[config.mk]
export PLATFORM = sky130hd
export DESIGN_NAME = obm_front
export DESIGN_NICKNAME = d
export VERILOG_FILES = /design/src/rtl/obm_pkg.sv /design/src/rtl/obm_front.sv
export SDC_FILE = /design/constraint.sdc
export NUM_CORES = 1
export LEC_CHECK = 0
export ABC_AREA = 1
export BUFFER_PORTS_ARGS = -buffer_cell sky130_fd_sc_hd__buf_2
export CORE_MARGIN = 2
export CORE_UTILIZATION = 50
export CTS_BUF_LIST = sky130_fd_sc_hd__clkbuf_16
export CTS_CLUSTER_DIAMETER = 30
export DETAILED_ROUTE_END_ITERATION = 10
export PLACE_DENSITY = 0.75
export RECOVER_POWER = 50
export SYNTH_ARGS = -nofsm -noshare
export SYNTH_HDL_FRONTEND = slang
export SYNTH_SLANG_ARGS = --single-unit
export TNS_END_PERCENT = 5
[constraint.sdc]
create_clock -name clock -period 9.8 [get_ports clock]
set_input_delay 0.49 -clock clock [delete_from_list [all_inputs] [get_ports clock]]
set_output_delay 0.49 -clock clock [all_outputs]
set_load 0.02 [all_outputs]
[src/rtl/obm_pkg.sv]
`timescale 1ns / 1ps
package obm_pkg;

   localparam int BOOK_DEPTH = 16;
   localparam int IDX_W = $clog2(BOOK_DEPTH);
   localparam int CNT_W = $clog2(BOOK_DEPTH + 1);

   typedef enum logic [1:0] {
      REQ_ADD_BUY  = 2'd0,
      REQ_ADD_SELL = 2'd1,
      REQ_MATCH    = 2'd2,
      REQ_UNUSED   = 2'd3
   } req_code_type;

   typedef enum logic [1:0] {
      ST_ACCEPTED = 2'd0,
      ST_FULL     = 2'd1,
      ST_TRADE    = 2'd2,
      ST_NO_TRADE = 2'd3
   } status_code_type;

   typedef enum logic [1:0] {
      CMD_BUY,
      CMD_SELL,
      CMD_MATCH
   } cmd_op_type;

   typedef struct packed {
      logic [1:0]  req_type;
      logic [31:0] order_id;
      logic [15:0] symbol;
      logic [31:0] price;
      logic [23:0] quantity;
      logic [31:0] timestamp;
   } req_item_type;

   typedef struct packed {
      logic [1:0]  status;
      logic [31:0] buy_order_id;
      logic [31:0] sell_order_id;
      logic [15:0] trade_symbol;
      logic [23:0] trade_quantity;
      logic [31:0] trade_price;
      logic        last;
   } rsp_item_type;

   typedef struct packed {
      logic [31:0] id;
      logic [15:0] symbol;
      logic [31:0] price;
      logic [23:0] qty;
      logic [31:0] stamp;
   } entry_type;

   typedef struct packed {
      cmd_op_type op;
      entry_type  entry;
   } cmd_type;

   // a strictly ahead of b in book priority
   function automatic logic goes_before(entry_type a, entry_type b, logic high_first);
      logic r;
      if (a.price == b.price) begin
         r = a.stamp < b.stamp;
      end else if (high_first) begin
         r = a.price > b.price;
      end else begin
         r = a.price < b.price;
      end
      return r;
   endfunction

endpackage

[src/rtl/obm_front.sv]
`timescale 1ns / 1ps
module obm_front (
   input  logic                 clock,
   input  logic                 reset,
   input  logic                 start,
   output logic                 busy,
   input  obm_pkg::req_item_type req_item,
   output logic                 cmd_valid,
   output obm_pkg::cmd_type     cmd,
   input  logic                 cmd_pop
);
   import obm_pkg::*;

   cmd_type    q_ff [2];
   logic       wr_ff, wr_in;
   logic       rd_ff, rd_in;
   logic [1:0] cnt_ff, cnt_in;
   cmd_type    new_cmd;
   logic       push;

   always_comb begin
      new_cmd.entry = '{id: req_item.order_id, symbol: req_item.symbol,
                        price: req_item.price, qty: req_item.quantity,
                        stamp: req_item.timestamp};
      push = 1'b0;
      new_cmd.op = CMD_MATCH;
      unique case (req_code_type'(req_item.req_type))
         REQ_ADD_BUY: begin
            new_cmd.op = CMD_BUY;
            push = start && !busy;
         end
         REQ_ADD_SELL: begin
            new_cmd.op = CMD_SELL;
            push = start && !busy;
         end
         REQ_MATCH: begin
            push = start && !busy;
         end
         REQ_UNUSED: begin
            push = 1'b0;
         end
      endcase
   end

   assign busy      = (cnt_ff == 2'd2);
   assign cmd_valid = (cnt_ff != 2'd0);
   assign cmd       = q_ff[rd_ff];

   always_comb begin
      wr_in  = push ? ~wr_ff : wr_ff;
      rd_in  = cmd_pop ? ~rd_ff : rd_ff;
      cnt_in = cnt_ff + 2'(push) - 2'(cmd_pop);
   end

   always_ff @(posedge clock) begin
      if (reset) begin
         wr_ff  <= 1'b0;
         rd_ff  <= 1'b0;
         cnt_ff <= 2'd0;
      end else begin
         wr_ff  <= wr_in;
         rd_ff  <= rd_in;
         cnt_ff <= cnt_in;
      end
      if (push) begin
         q_ff[wr_ff] <= new_cmd;
      end
   end

endmodule

==> flow_metrics.py <==
metrics = {
    "sta": {
        "period_share_pct": 46.4,
        "skew_ns": 0.0138,
        "tightest_slew_ns": 3.02,
        "finalHoldViolCount": 0,
        "setup_violations": 0,
        "min_period_ns": 4.55,
        "setup_slack_ns": 5.25,
        "setup_tns_ns": 0,
        "slew_viol_final": 89,
        "slew_headroom_pct": -103,
        "rsz0062_at_grt": "no",
        "fmax_ghz": 0.220,
    },
    "clock_tree": {
        "post_cts_resized": 0,
        "hold_buffers": 0,
        "clock_sinks": 281,
        "cts_root_buf": "clkbuf_16",
        "numCtsBuffers": 44,
        "clock_latency_ns": 0.51,
        "clkTransAtPathRegs_ns": 0.05,
        "cts_tree": "done",
        "cts.path.max_buffers": 3,
        "cts_setup_buffers": 0,
        "h-tree-depth": 2,
    },
    "floorplanning": {
        "io_pins": 282,
        "coreArea_mm2": 0.0202,
        "dieWidth_um": 147,
        "start_util_pct": 50.9,
        "rows": 52,
        "die_area_mm2": 0.0217,
        "die-height_um": 147,
    },
    "pwr": {
        "p_per_area_mw_per_mm2": 250,
        "p_sw_mw": 0.758,
        "pwr-share-seq_pct": 43.7,
        "p_int_mw": 2.56,
        "swShare_pct": 22.9,
        "p_clk_share_pct": 45.8,
        "power_frac_comb_pct": 10.5,
        "vdd.ir_drop.worst_mv": 0.199,
        "p_leak_nw": 4.85,
    },
    "routing": {
        "wl_per_cell_um": 18.6,
        "met3WireLength_mm": 2.03,
        "wirelength_mm": 20.2,
        "drt_iter0_drc": 258,
        "vias_per_cell": 5.00,
        "drc": 0,
        "vias": 5429,
        "wl_met2_mm": 10.3,
        "drt-pass1-iter-count": 6,
        "antenna_left": 0,
        "wl_met1_mm": 7.30,
        "top_layer": "met5",
    },
    "synthesis": {
        "muxShareOfSynthArea_pct": 15.1,
        "yosysTopAreaCell": "edfxtp_1",
        "synthAdderAreaFrac_pct": 0.244,
        "synth_warnings": 0,
        "synth_seq_area_share_pct": 81.8,
        "synth_compound_gate_area_share_pct": 0.0488,
        "synth_area_per_cell_um2": 22.0,
        "synthesis.area_mm2": 0.0103,
        "synthTopCellsByArea": "edfxtp_1, mux2_2, buf_6",
        "synth_nets": 611,
        "ys_types": 15,
        "synth_top_family_by_area": "multiplexers",
        "ys_ff_latch": 281,
        "yosys.area.top_type_share_pct": 80.8,
        "yosys.area_share.simple_pct": 0.793,
        "syn_inst": 467,
        "synth_xor_area_share_pct": 0.0854,
    },
    "finish": {
        "fillers": 1421,
        "syn_to_final_growth_pct": 29.4,
        "nets": 926,
        "multi_input_area_mm2": 0.00167,
        "layout_commonest_cell": "edfxtp_1",
        "final_cell_mix": "edfxtp_1, buf_2, mux2_2, clkbuf_1, clkbuf_16",
        "drive_gt1_share_pct": 51.5,
        "seq_area_mm2": 0.00839,
    },
    "worst_hold_path": {
        "hold_class": "input port to flop",
    },
    "placement": {
        "portBuffers": 281,
        "place_ws_ns": 6.26,
        "gp_congestion": 0.787,
        "dpl.hpwl_mm": 13.0,
    },
    "worst_setup_path": {
        "crit_required_ns": 9.92,
        "endpoint_kind": "flop",
        "critPathKind": "flop to flop",
        "path_max_fanout": 74,
        "critical_path_arrival_ns": 4.67,
        "cp-start-kind": "flop",
    },
    "run": {
        "maxCapViolations": 2,
    },
    "grt": {
        "track_usage_pct": 18.5,
        "antenna_found_initial": 5,
        "grt_pass1_wl_mm": 31.0,
        "grt_pass1_vias": 5998,
        "grt_overflow": 0,
        "grt_max_degree": 75,
    },
    "run_status": {
        "violations": "max-capacitance violations, max-slew violations",
        "status": "finished with violations",
    },
}
[per-layer routing]
metal	vias up	GRT usage, %
li1	2482	-
met1	2650	20.1
met2	233	32.2
met3	60	7.89
met4	4	7.26
met5	-	0
[worst max-delay path, stage by stage (launching register included)]
cell and delay, ns:
dfxtp_1 0.32, inv_1 0.08, nand2_1 0.05, nand4_1 0.10, clkinvlp_2 2.25, buf_4 1.27
[power groups by stage]
| stage | clock network [mW] | registers, mW | logic [mW] |
|---|---|---|---|
| final | 1.52 | 1.45 | 0.348 |
| after CTS | 1.55 | 1.45 | 0.358 |
| after global routing | 1.60 | 1.46 | 0.374 |
| after global placement | 0 | 1.46 | 0.347 |
| after floorplan | 0 | 1.47 | 0.241 |
| after detailed placement | 0 | 1.47 | 0.355 |
[final timing paths]
kind	startpoint	end	slack, ns	cells past startpoint
worst min register to register	wr_ff	wr_ff	0.53	2
worst max-delay path	cnt_ff[0]	q_ff[1][133]	5.25	5
worst min-delay path	req_item[7]	q_ff[0][7]	0.16	1
worst max register to register	cnt_ff[0]	q_ff[1][133]	5.25	5
[flip-flops by register name, summed over array words and instances (netlist names), named ones only]
register / count
rd_ff: 1
wr_ff: 1
q_ff: 276
cnt_ff: 2
[per-stage QoR]
stage	power [mW]	util (%)	instance area, µm²	std cells	hold slack (ns)
5_1_grt	3.43	65.8	13300	1085	0.141
3_3_place_gp	1.81	58.9	11900	1006	0.496
2_1_floorplan	1.71	-	10300	467	0.479
4_1_cts	3.36	66.3	13400	1085	0.142
3_5_place_dp	1.83	58.9	11900	1006	0.513
6_report	3.32	65.8	13300	1086	0.161
[logic make-up after synthesis]
logic type                 count (synthesis)
muxes                                    138
DFF                                      281
AOI/OAI and AO/OA                          1
xor gates and xnor gates                   1
buffers and inverters                     24
adders and majority gates                  2
and+or+nand+nor                           20
[cells in the mapped netlist]
| master | instances |
|---|---|
| nand2_1 | 7 |
| or2_2 | 1 |
| edfxtp_1 | 276 |
| clkbuf_1 | 1 |
| a21oi_1 | 1 |
| ha_1 | 2 |
| buf_2 | 1 |
| buf_6 | 14 |
| nor2_1 | 10 |
| nand4_1 | 1 |
| dfxtp_1 | 5 |
| xnor2_1 | 1 |
| inv_1 | 8 |
| mux2_2 | 138 |
| nand3_1 | 1 |
[cell type report]
class	instances	share of cell area (%)
multi-input cells	162	12.6
diodes	1	0.0189
repair buffers	285	10.1
well taps	270	2.55
flip-flops and latches	281	63.2
clock buffers	44	8.30
clock inverters	35	2.96
inverters	8	0.236
Note: power is estimated with default switching activity, not from simulation.
